==> config.mk <==
export PLATFORM = sky130hd
export DESIGN_NAME = paced_coin_event_queue_core
export DESIGN_NICKNAME = d
export VERILOG_FILES = /design/src/rtl/pceq_pkg.sv /design/src/rtl/paced_coin_event_queue_core.sv /design/src/rtl/pceq_cfg.sv /design/src/rtl/pceq_store.sv /design/src/rtl/pceq_ctrl.sv
export SDC_FILE = /design/constraint.sdc
export NUM_CORES = 2
export LEC_CHECK = 0
export BUFFER_PORTS_ARGS = -buffer_cell sky130_fd_sc_hd__buf_2
export CORE_ASPECT_RATIO = 0.6
export CORE_UTILIZATION = 45
export DETAILED_ROUTE_END_ITERATION = 10
export GPL_ROUTABILITY_DRIVEN = 0
export PLACE_DENSITY_LB_ADDON = 0.2
export SLEW_MARGIN = 20
export SYNTH_ARGS = -nofsm -noshare
export SYNTH_HDL_FRONTEND = slang
export SYNTH_SLANG_ARGS = --single-unit
==> constraint.sdc <==
create_clock -name clk -period 14.5 [get_ports clk]
set_clock_uncertainty 0.2 [all_clocks]
set_input_delay 4.35 -clock clk [delete_from_list [all_inputs] [get_ports clk]]
set_output_delay 4.35 -clock clk [all_outputs]
set_load 0.02 [all_outputs]
==> src/rtl/pceq_pkg.sv <==
`default_nettype none
// ----------------------------------------------------------------------------
// pceq_pkg
// Shared types and constants for the paced coin event queue: beat payloads,
// configuration bundle, queue entry layout and controller states.
// ----------------------------------------------------------------------------
package pceq_pkg;

  // queue depth default and field widths
  localparam int unsigned QUEUE_DEPTH_DEF = 16;
  localparam int unsigned CYCLE_W         = 64;
  localparam int unsigned STICKY_W        = 32;
  localparam int unsigned APB_DATA_W      = 32;
  localparam int unsigned APB_ADDR_W      = 3;

  // opcodes of an input beat
  localparam logic OP_COIN = 1'b0;
  localparam logic OP_POLL = 1'b1;

  // result kinds
  localparam logic KIND_RELEASED = 1'b0;
  localparam logic KIND_DROPPED  = 1'b1;

  // register indexes (word index into the register map)
  localparam logic REG_STICKY = 1'b0;
  localparam logic REG_BYPASS = 1'b1;

  // input beat
  typedef struct packed {
    logic               opcode;
    logic               coin_pressed;
    logic               coin_which;
    logic [CYCLE_W-1:0] cycle_now;
  } in_item_t;

  // result beat
  typedef struct packed {
    logic result_kind;
    logic out_pressed;
    logic out_which;
  } out_item_t;

  // configuration registers as seen by the controller
  typedef struct packed {
    logic [STICKY_W-1:0] sticky_interval;
    logic                bypass_queue;
  } cfg_t;

  // one queue entry
  typedef struct packed {
    logic [CYCLE_W-1:0] due_cycle;
    logic               pressed;
    logic               which;
  } entry_t;

  // controller states
  typedef enum logic [1:0] {
    ST_IDLE,
    ST_CHECK,
    ST_EMIT
  } state_t;

endpackage
`default_nettype wire

==> src/rtl/paced_coin_event_queue_core.sv <==
`default_nettype none
// ----------------------------------------------------------------------------
// paced_coin_event_queue_core
// Coin switch event pacing queue with APB-style configuration port.
// ----------------------------------------------------------------------------
// Works on one beat at a time. A queued coin event is written into the queue
// and the block is ready again on the next cycle. A poll on a non-empty queue
// makes a registered read of the head entry, then compares it in the check
// step: a head not yet due returns to idle, a released one goes on to the emit
// step, which moves the result into the output register. A bypassed or dropped
// coin event goes straight to the emit step. A poll on an empty queue ends in
// idle. The result sits in an output register, so the next beat is taken while
// it waits; a further result waits in the emit step until the output register
// frees. The queue storage has no reset and needs no clearing pass.
// ----------------------------------------------------------------------------
module paced_coin_event_queue_core #(
  parameter int unsigned QUEUE_DEPTH = pceq_pkg::QUEUE_DEPTH_DEF,
  localparam int unsigned PTR_W      = (QUEUE_DEPTH > 1) ? $clog2(QUEUE_DEPTH) : 1
) (
  input  wire logic                            clk,
  input  wire logic                            rst_n,
  input  wire logic                            in_valid,
  output logic                                 in_ready,
  input  wire pceq_pkg::in_item_t              in_data,
  output logic                                 out_valid,
  input  wire logic                            out_ready,
  output pceq_pkg::out_item_t                  out_data,
  input  wire logic                            psel,
  input  wire logic                            penable,
  input  wire logic                            pwrite,
  input  wire logic [pceq_pkg::APB_ADDR_W-1:0] paddr,
  input  wire logic [pceq_pkg::APB_DATA_W-1:0] pwdata,
  output logic      [pceq_pkg::APB_DATA_W-1:0] prdata,
  output logic                                 pready
);

  pceq_pkg::cfg_t   cfg;
  logic             mem_we;
  logic [PTR_W-1:0] mem_waddr;
  pceq_pkg::entry_t mem_wdata;
  logic             mem_re;
  logic [PTR_W-1:0] mem_raddr;
  pceq_pkg::entry_t mem_rdata;

  // configuration registers
  pceq_cfg u_cfg (
    .clk     (clk),
    .rst_n   (rst_n),
    .psel    (psel),
    .penable (penable),
    .pwrite  (pwrite),
    .paddr   (paddr),
    .pwdata  (pwdata),
    .prdata  (prdata),
    .pready  (pready),
    .cfg     (cfg)
  );

  // queue storage
  pceq_store #(
    .QUEUE_DEPTH (QUEUE_DEPTH)
  ) u_store (
    .clk   (clk),
    .we    (mem_we),
    .waddr (mem_waddr),
    .wdata (mem_wdata),
    .re    (mem_re),
    .raddr (mem_raddr),
    .rdata (mem_rdata)
  );

  // controller
  pceq_ctrl #(
    .QUEUE_DEPTH (QUEUE_DEPTH)
  ) u_ctrl (
    .clk       (clk),
    .rst_n     (rst_n),
    .cfg       (cfg),
    .in_valid  (in_valid),
    .in_ready  (in_ready),
    .in_data   (in_data),
    .out_valid (out_valid),
    .out_ready (out_ready),
    .out_data  (out_data),
    .mem_we    (mem_we),
    .mem_waddr (mem_waddr),
    .mem_wdata (mem_wdata),
    .mem_re    (mem_re),
    .mem_raddr (mem_raddr),
    .mem_rdata (mem_rdata)
  );

endmodule
`default_nettype wire

==> src/rtl/pceq_cfg.sv <==
`default_nettype none
// ----------------------------------------------------------------------------
// pceq_cfg
// APB-style register file holding the sticky interval and the bypass flag.
// ----------------------------------------------------------------------------
module pceq_cfg (
  input  wire logic                                clk,
  input  wire logic                                rst_n,
  input  wire logic                                psel,
  input  wire logic                                penable,
  input  wire logic                                pwrite,
  input  wire logic [pceq_pkg::APB_ADDR_W-1:0]     paddr,
  input  wire logic [pceq_pkg::APB_DATA_W-1:0]     pwdata,
  output logic      [pceq_pkg::APB_DATA_W-1:0]     prdata,
  output logic                                     pready,
  output pceq_pkg::cfg_t                           cfg
);

  logic [pceq_pkg::STICKY_W-1:0] sticky_r, sticky_nxt;
  logic                          bypass_r, bypass_nxt;
  logic                          wr_en;
  logic                          reg_idx;

  assign pready  = 1'b1;
  assign reg_idx = paddr[pceq_pkg::APB_ADDR_W-1];
  assign wr_en   = psel && penable && pwrite && pready;

  // register write decode
  always_comb begin
    sticky_nxt = sticky_r;
    bypass_nxt = bypass_r;
    if (wr_en) begin
      case (reg_idx)
        pceq_pkg::REG_STICKY: sticky_nxt = pwdata[pceq_pkg::STICKY_W-1:0];
        pceq_pkg::REG_BYPASS: bypass_nxt = pwdata[0];
        default: ;
      endcase
    end
  end

  always_ff @(posedge clk) begin
    if (!rst_n) begin
      sticky_r <= '0;
      bypass_r <= 1'b0;
    end else begin
      sticky_r <= sticky_nxt;
      bypass_r <= bypass_nxt;
    end
  end

  // read mux
  always_comb begin
    case (reg_idx)
      pceq_pkg::REG_STICKY: prdata = sticky_r;
      pceq_pkg::REG_BYPASS: prdata = {{(pceq_pkg::APB_DATA_W-1){1'b0}}, bypass_r};
      default:              prdata = '0;
    endcase
  end

  assign cfg.sticky_interval = sticky_r;
  assign cfg.bypass_queue    = bypass_r;

endmodule
`default_nettype wire

==> src/rtl/pceq_store.sv <==
`default_nettype none
// ----------------------------------------------------------------------------
// pceq_store
// Event queue storage: one write port, one read port, registered read data.
// ----------------------------------------------------------------------------
module pceq_store #(
  parameter int unsigned QUEUE_DEPTH = pceq_pkg::QUEUE_DEPTH_DEF,
  localparam int unsigned PTR_W      = (QUEUE_DEPTH > 1) ? $clog2(QUEUE_DEPTH) : 1
) (
  input  wire logic                  clk,
  input  wire logic                  we,
  input  wire logic [PTR_W-1:0]      waddr,
  input  wire pceq_pkg::entry_t      wdata,
  input  wire logic                  re,
  input  wire logic [PTR_W-1:0]      raddr,
  output pceq_pkg::entry_t           rdata
);

  pceq_pkg::entry_t mem [QUEUE_DEPTH];
  pceq_pkg::entry_t rdata_r;

  // write port
  always_ff @(posedge clk) begin
    if (we) begin
      mem[waddr] <= wdata;
    end
  end

  // read port, registered read data
  always_ff @(posedge clk) begin
    if (re) begin
      rdata_r <= mem[raddr];
    end
  end

  assign rdata = rdata_r;

endmodule
`default_nettype wire

==> src/rtl/pceq_ctrl.sv <==
`default_nettype none
// ----------------------------------------------------------------------------
// pceq_ctrl
// Queue controller: slot pacing, pointers and fill count, head due check
// against the poll cycle count, and the result output register.
// ----------------------------------------------------------------------------
module pceq_ctrl #(
  parameter int unsigned QUEUE_DEPTH = pceq_pkg::QUEUE_DEPTH_DEF,
  localparam int unsigned PTR_W      = (QUEUE_DEPTH > 1) ? $clog2(QUEUE_DEPTH) : 1,
  localparam int unsigned CNT_W      = $clog2(QUEUE_DEPTH + 1)
) (
  input  wire logic                clk,
  input  wire logic                rst_n,
  input  wire pceq_pkg::cfg_t      cfg,
  input  wire logic                in_valid,
  output logic                     in_ready,
  input  wire pceq_pkg::in_item_t  in_data,
  output logic                     out_valid,
  input  wire logic                out_ready,
  output pceq_pkg::out_item_t      out_data,
  output logic                     mem_we,
  output logic [PTR_W-1:0]         mem_waddr,
  output pceq_pkg::entry_t         mem_wdata,
  output logic                     mem_re,
  output logic [PTR_W-1:0]         mem_raddr,
  input  wire pceq_pkg::entry_t    mem_rdata
);

  localparam int unsigned CW = pceq_pkg::CYCLE_W;

  pceq_pkg::state_t    state_r, state_nxt;
  logic [PTR_W-1:0]    head_r, head_nxt;
  logic [PTR_W-1:0]    tail_r, tail_nxt;
  logic [CNT_W-1:0]    cnt_r, cnt_nxt;
  logic [CW-1:0]       last_r, last_nxt;
  logic [CW-1:0]       now_r, now_nxt;
  pceq_pkg::out_item_t pend_r, pend_nxt;
  logic                out_valid_r, out_valid_nxt;
  pceq_pkg::out_item_t out_data_r, out_data_nxt;

  logic                accept;
  logic                is_coin;
  logic                full;
  logic                empty;
  logic                out_free;
  logic                due_passed;
  logic [CW-1:0]       slot_base;
  logic [CW:0]         slot_sum;
  logic [CW-1:0]       slot;
  logic [PTR_W-1:0]    head_inc;
  logic [PTR_W-1:0]    tail_inc;

  assign accept     = in_valid && in_ready;
  assign is_coin    = (in_data.opcode == pceq_pkg::OP_COIN);
  assign full       = (cnt_r == CNT_W'(QUEUE_DEPTH));
  assign empty      = (cnt_r == '0);
  assign out_free   = !out_valid_r || out_ready;
  assign due_passed = (now_r > mem_rdata.due_cycle);

  // pointer wrap for any depth
  assign head_inc = (head_r == PTR_W'(QUEUE_DEPTH - 1)) ? '0 : head_r + 1'b1;
  assign tail_inc = (tail_r == PTR_W'(QUEUE_DEPTH - 1)) ? '0 : tail_r + 1'b1;

  // slot pacing: raise to now, then add interval with saturation
  assign slot_base = (last_r < in_data.cycle_now) ? in_data.cycle_now : last_r;
  assign slot_sum  = {1'b0, slot_base} + {{(CW + 1 - pceq_pkg::STICKY_W){1'b0}},
                                          cfg.sticky_interval};
  assign slot      = slot_sum[CW] ? {CW{1'b1}} : slot_sum[CW-1:0];

  // next state
  always_comb begin
    state_nxt = state_r;
    case (state_r)
      pceq_pkg::ST_IDLE: begin
        if (accept) begin
          if (is_coin) begin
            if (cfg.bypass_queue || full) begin
              state_nxt = pceq_pkg::ST_EMIT;
            end
          end else if (!empty) begin
            state_nxt = pceq_pkg::ST_CHECK;
          end
        end
      end
      pceq_pkg::ST_CHECK: begin
        state_nxt = due_passed ? pceq_pkg::ST_EMIT : pceq_pkg::ST_IDLE;
      end
      pceq_pkg::ST_EMIT: begin
        if (out_free) begin
          state_nxt = pceq_pkg::ST_IDLE;
        end
      end
      default: state_nxt = pceq_pkg::ST_IDLE;
    endcase
  end

  // datapath and outputs per state
  always_comb begin
    in_ready      = 1'b0;
    mem_we        = 1'b0;
    mem_re        = 1'b0;
    mem_waddr     = tail_r;
    mem_raddr     = head_r;
    mem_wdata     = '{due_cycle: slot, pressed: in_data.coin_pressed,
                      which: in_data.coin_which};
    head_nxt      = head_r;
    tail_nxt      = tail_r;
    cnt_nxt       = cnt_r;
    last_nxt      = last_r;
    now_nxt       = now_r;
    pend_nxt      = pend_r;
    out_valid_nxt = out_valid_r && !out_ready;
    out_data_nxt  = out_data_r;
    case (state_r)
      pceq_pkg::ST_IDLE: begin
        in_ready = 1'b1;
        if (accept) begin
          if (is_coin) begin
            if (cfg.bypass_queue) begin
              pend_nxt = '{result_kind: pceq_pkg::KIND_RELEASED,
                           out_pressed: in_data.coin_pressed,
                           out_which:   in_data.coin_which};
            end else if (full) begin
              pend_nxt = '{result_kind: pceq_pkg::KIND_DROPPED,
                           out_pressed: in_data.coin_pressed,
                           out_which:   in_data.coin_which};
            end else begin
              mem_we   = 1'b1;
              tail_nxt = tail_inc;
              cnt_nxt  = cnt_r + 1'b1;
              last_nxt = slot;
            end
          end else if (!empty) begin
            mem_re  = 1'b1;
            now_nxt = in_data.cycle_now;
          end
        end
      end
      pceq_pkg::ST_CHECK: begin
        if (due_passed) begin
          pend_nxt = '{result_kind: pceq_pkg::KIND_RELEASED,
                       out_pressed: mem_rdata.pressed,
                       out_which:   mem_rdata.which};
          head_nxt = head_inc;
          cnt_nxt  = cnt_r - 1'b1;
        end
      end
      pceq_pkg::ST_EMIT: begin
        if (out_free) begin
          out_valid_nxt = 1'b1;
          out_data_nxt  = pend_r;
        end
      end
      default: ;
    endcase
  end

  // control registers
  always_ff @(posedge clk) begin
    if (!rst_n) begin
      state_r     <= pceq_pkg::ST_IDLE;
      head_r      <= '0;
      tail_r      <= '0;
      cnt_r       <= '0;
      last_r      <= '0;
      out_valid_r <= 1'b0;
    end else begin
      state_r     <= state_nxt;
      head_r      <= head_nxt;
      tail_r      <= tail_nxt;
      cnt_r       <= cnt_nxt;
      last_r      <= last_nxt;
      out_valid_r <= out_valid_nxt;
    end
  end

  // payload registers
  always_ff @(posedge clk) begin
    now_r      <= now_nxt;
    pend_r     <= pend_nxt;
    out_data_r <= out_data_nxt;
  end

  assign out_valid = out_valid_r;
  assign out_data  = out_data_r;

  // fill count never goes past the depth
  a_cnt_bound: assert property (@(posedge clk) disable iff (!rst_n)
    cnt_r <= CNT_W'(QUEUE_DEPTH))
    else $error("queue fill count exceeds depth");

  // empty or full queue has meeting pointers
  a_ptr_meet: assert property (@(posedge clk) disable iff (!rst_n)
    (empty || full) |-> (head_r == tail_r))
    else $error("head and tail disagree with fill count");

  // an accepted enqueue grows the queue by one
  a_enq: assert property (@(posedge clk) disable iff (!rst_n)
    (accept && is_coin && !cfg.bypass_queue && !full) |=> (cnt_r == $past(cnt_r) + 1'b1))
    else $error("enqueue did not bump fill count");

  // a due head is removed as it is released
  a_deq: assert property (@(posedge clk) disable iff (!rst_n)
    (state_r == pceq_pkg::ST_CHECK && due_passed)
      |=> (cnt_r == $past(cnt_r) - 1'b1) && (state_r == pceq_pkg::ST_EMIT))
    else $error("release did not pop the head");

  // memory is never read and written in the same cycle
  a_port_excl: assert property (@(posedge clk) disable iff (!rst_n)
    !(mem_we && mem_re))
    else $error("queue read and write overlap");

endmodule
`default_nettype wire

==> impl_metrics.ini <==
[status]
status = finished, final reports clean

[die]
die_x_um = 455
ioPinCount = 147
rows = 99
dieHeight_um = 274
die_area_sq_um = 125000
core_sq_um = 122000
start_util_pct = 45.5

[worst_hold_path]
hold_start = u_ctrl.pend_r[1]$_DFFE_PP_
worstHoldPathCells = 0
hold_path_class = register to register
hold_end = u_ctrl.out_data[1]$_DFFE_PP_

[power_and_ir_drop]
p_leak_nw = 21.0
power_w = 0.00816
peakVddDrop_uv = 121
p_per_area_nw_per_um2 = 130

[synth]
ys_async_sr_fraction_pct = 0
ys_seq_elements = 1305
synth_cell_types = 84
yosys_warnings = 0
synth.avg_cell_area_sq_um = 17.0
syn_area_sq_um = 55400
synth.yosys.seq_area_share_pct = 68.6
synth-edff-count = 1192
synth_top_flop_cell = edfxtp_1
syn_inst = 3262
synth_nets = 3540

[clock_tree]
post_cts_resized = 0
clk_latency_ps = 750
cts_buffers = 117
postCtsHoldBufs = 0
cts_buffer_depth = 3
path_clk_slew_ps = 60
postCtsSetupBuffers = 0
cts_tree = yes
htree_levels = 3
root_buffer = clkbuf_16
cts_sinks = 1305

[global_routing]
grt_util_met1_pct = 36.3
grt_pass1_wl_um = 209000
grt_util_all_layers_pct = 23.3
grt_util_met2_pct = 33.0
antenna_found_initial = 5
gr-total-overflow = 0
grt_max_degree = 157
busiest_layer = met1
grt_pass1_vias = 30100
use_met3_pct = 5.03

[timing]
rsz0062_at_grt = no
setup_viol = 0
fmax_mhz = 86.4
fin_crit_ps = 11580
timing.final.hold_violations = 0
slew_viol_final = 0
setup-tns-final_ps = 0
relSlewSlack_pct = 25.4
worst_pin_slew_ps = 1110
post-route-period-util_pct = 79.8

[worst_setup_path]
crit_arrival_ps = 11850
slowest_stage = o21ai_4
rr_startpoint = u_ctrl.last_r[58]$_SDFFE_PN0P_
crit_top_cell = buf_4
critical_path.top_delay_family = simple AND/OR/NAND/NOR gates
critPathMaxStageDelay_ps = 730
reg2reg_slack_ps = 6420
critPathKind = input pin to register
critPathCaptureType = register
r2r_cells = 21
critPathBufInv = 5
worstPathRequired_ps = 14770
cp_max_fo = 44
path_cells = buf_2, inv_1, ha_1, nand4_1, nor4_1, nand3_1, nor4_2, o21ai_2, nand2_4, o21ai_0, ha_1, a21o_1, a211o_1, o21ai_1, a311o_1, nand2_2, nand3_1, nor3_1, o21ai_4, buf_4, buf_4, nand2_1, buf_4
regToRegEndpoint = u_store.mem[8][41]$_DFFE_PP_
worstSetupStartpointType = input pin

[cells_and_area]
syn_to_final_growth_pct = 12.8
layout-drive-gt1-share_pct = 23.4
finalNetCount = 3756
fill_cells = 9965
fin_area_sq_um = 62600

[detailed_routing]
route.detailed.drc = 0
first_pass_iters = 5
drtIter0Drc = 3454
num_vias = 30800
drt_wl_total_um = 144000
viasPerCell = 5.92
ant_nets = 0
wl_per_cell_um = 27.6

[placed_design]
io_buffers = 143
placed_area_sq_um = 58500
dp_hpwl_um = 84800

[flow_run]
maxCapViolCount = 0
-- metrics by stage --
stage / hold WS [ps] / instances / worst slack (ps) / utilization [%]
global placement: 204 / 4975 / 2390 / 48.0
detailed placement: 223 / 4975 / 2390 / 48.0
global route: 238 / 5197 / 2640 / 51.3
floorplan: 200 / 3262 / 3530 / -
CTS: 224 / 5196 / 3160 / 51.3
finish: 221 / 5200 / 2920 / 51.3
-- per-layer routing --
metal | vias to the layer above | wire (um)
li1 | 13400 | -
met1 | 16000 | 67000
met2 | 1199 | 62000
met3 | 180 | 11600
met4 | 2 | 3170
met5 | - | 13
-- where the power goes --
part / internal [W] / total, W / switching (W)
sequential: 0.00428 / 0.00432 / 0.0000445
combinational: 0.000198 / 0.000626 / 0.000428
clock: 0.00179 / 0.00321 / 0.00142
total: 0.00627 / 0.00816 / 0.00189
-- logic make-up after synthesis --
group	Yosys count	synth area share (%)
buffers and inverters	302	2.16
xor gates and xnor gates	68	1.07
adders and majority gates	169	3.84
AOI/OAI and AO/OA	431	4.97
muxes	356	13.9
other	1	0.00676
DFF	1305	68.6
and+or+nand+nor	630	5.42
-- worst max path at each step --
| stage | endpoint | slack, ps | start | depth (start not counted) |
|---|---|---|---|---|
| 2_1_floorplan | u_store.mem[2][0]$_DFFE_PP_ | 3530 | in_data[66] | 7 |
| 6_report | u_store.mem[8][41]$_DFFE_PP_ | 2920 | in_data[58] | 23 |
| 4_1_cts | u_store.mem[8][41]$_DFFE_PP_ | 3160 | in_data[63] | 23 |
| 3_3_place_gp | u_store.mem[14][41]$_DFFE_PP_ | 2390 | in_data[57] | 23 |
| 3_5_place_dp | u_store.mem[15][41]$_DFFE_PP_ | 2390 | in_data[63] | 23 |
| 5_1_grt | u_store.mem[8][41]$_DFFE_PP_ | 2640 | in_data[58] | 24 |
-- synthesized netlist by cell type, types with 6 or more instances --
master,n,area share (%)
a211oi_1,12,0.16
a21o_1,39,0.53
a21oi_1,134,1.2
a21oi_2,10,0.16
a311oi_1,32,0.51
a31oi_1,19,0.21
and2_1,6,0.068
and3_1,17,0.19
and4_1,6,0.095
buf_1,30,0.20
buf_2,22,0.20
clkbuf_1,92,0.62
dfxtp_1,113,4.1
edfxtp_1,1192,65
ha_1,167,3.8
inv_1,150,1.0
mux2i_1,20,0.36
mux4_2,330,13
nand2_1,241,1.6
nand2b_1,13,0.15
nand3_1,43,0.39
nand4_1,49,0.55
nor2_1,130,0.88
nor2b_1,41,0.46
nor3_1,36,0.32
nor4_1,10,0.11
o211ai_1,8,0.11
o21a_1,6,0.081
o21ai_0,104,0.94
o21bai_1,8,0.11
or2_2,6,0.068
xnor2_1,35,0.55
xor2_1,33,0.52
-- registers in the layout, summed over array words and instances, names as in the netlist --
register / flops
u_ctrl.out_valid: 1
u_store.mem: 1056
u_ctrl.out_data: 3
u_store.rdata: 66
u_ctrl.cnt_r: 5
u_ctrl.mem_waddr: 4
u_cfg.sticky_r: 32
u_ctrl.pend_r: 3
u_ctrl.now_r: 64
u_ctrl.mem_raddr: 4
u_ctrl.last_r: 64
u_cfg.bypass_r: 1
u_ctrl.state_r: 2
-- layout by cell type (no fill, tap or decap), types with 49 or more instances in the layout --
cell type	synthesis	routed
edfxtp_1	1192	1192
mux4_2	330	330
nand2_1	241	241
ha_1	167	167
inv_1	150	149
buf_2	22	143
a21oi_1	134	133
clkbuf_16	0	119
nor2_1	130	115
dfxtp_1	113	109
o21ai_0	104	104
buf_4	3	104
nand4_1	49	49
-- final cells by class --
cell class	count	area (sq um)	area share (%)
diodes	4	10.0	0.0160
clock buffers	137	3110	4.96
clock inverters	84	882	1.41
inverters	150	564	0.902
multi-input cells	1655	16400	26.2
flip-flops and latches	1305	38100	60.9
well taps	1616	2020	3.23
repair buffers	249	1540	2.46
Note: power is estimated with default switching activity, not from simulation.
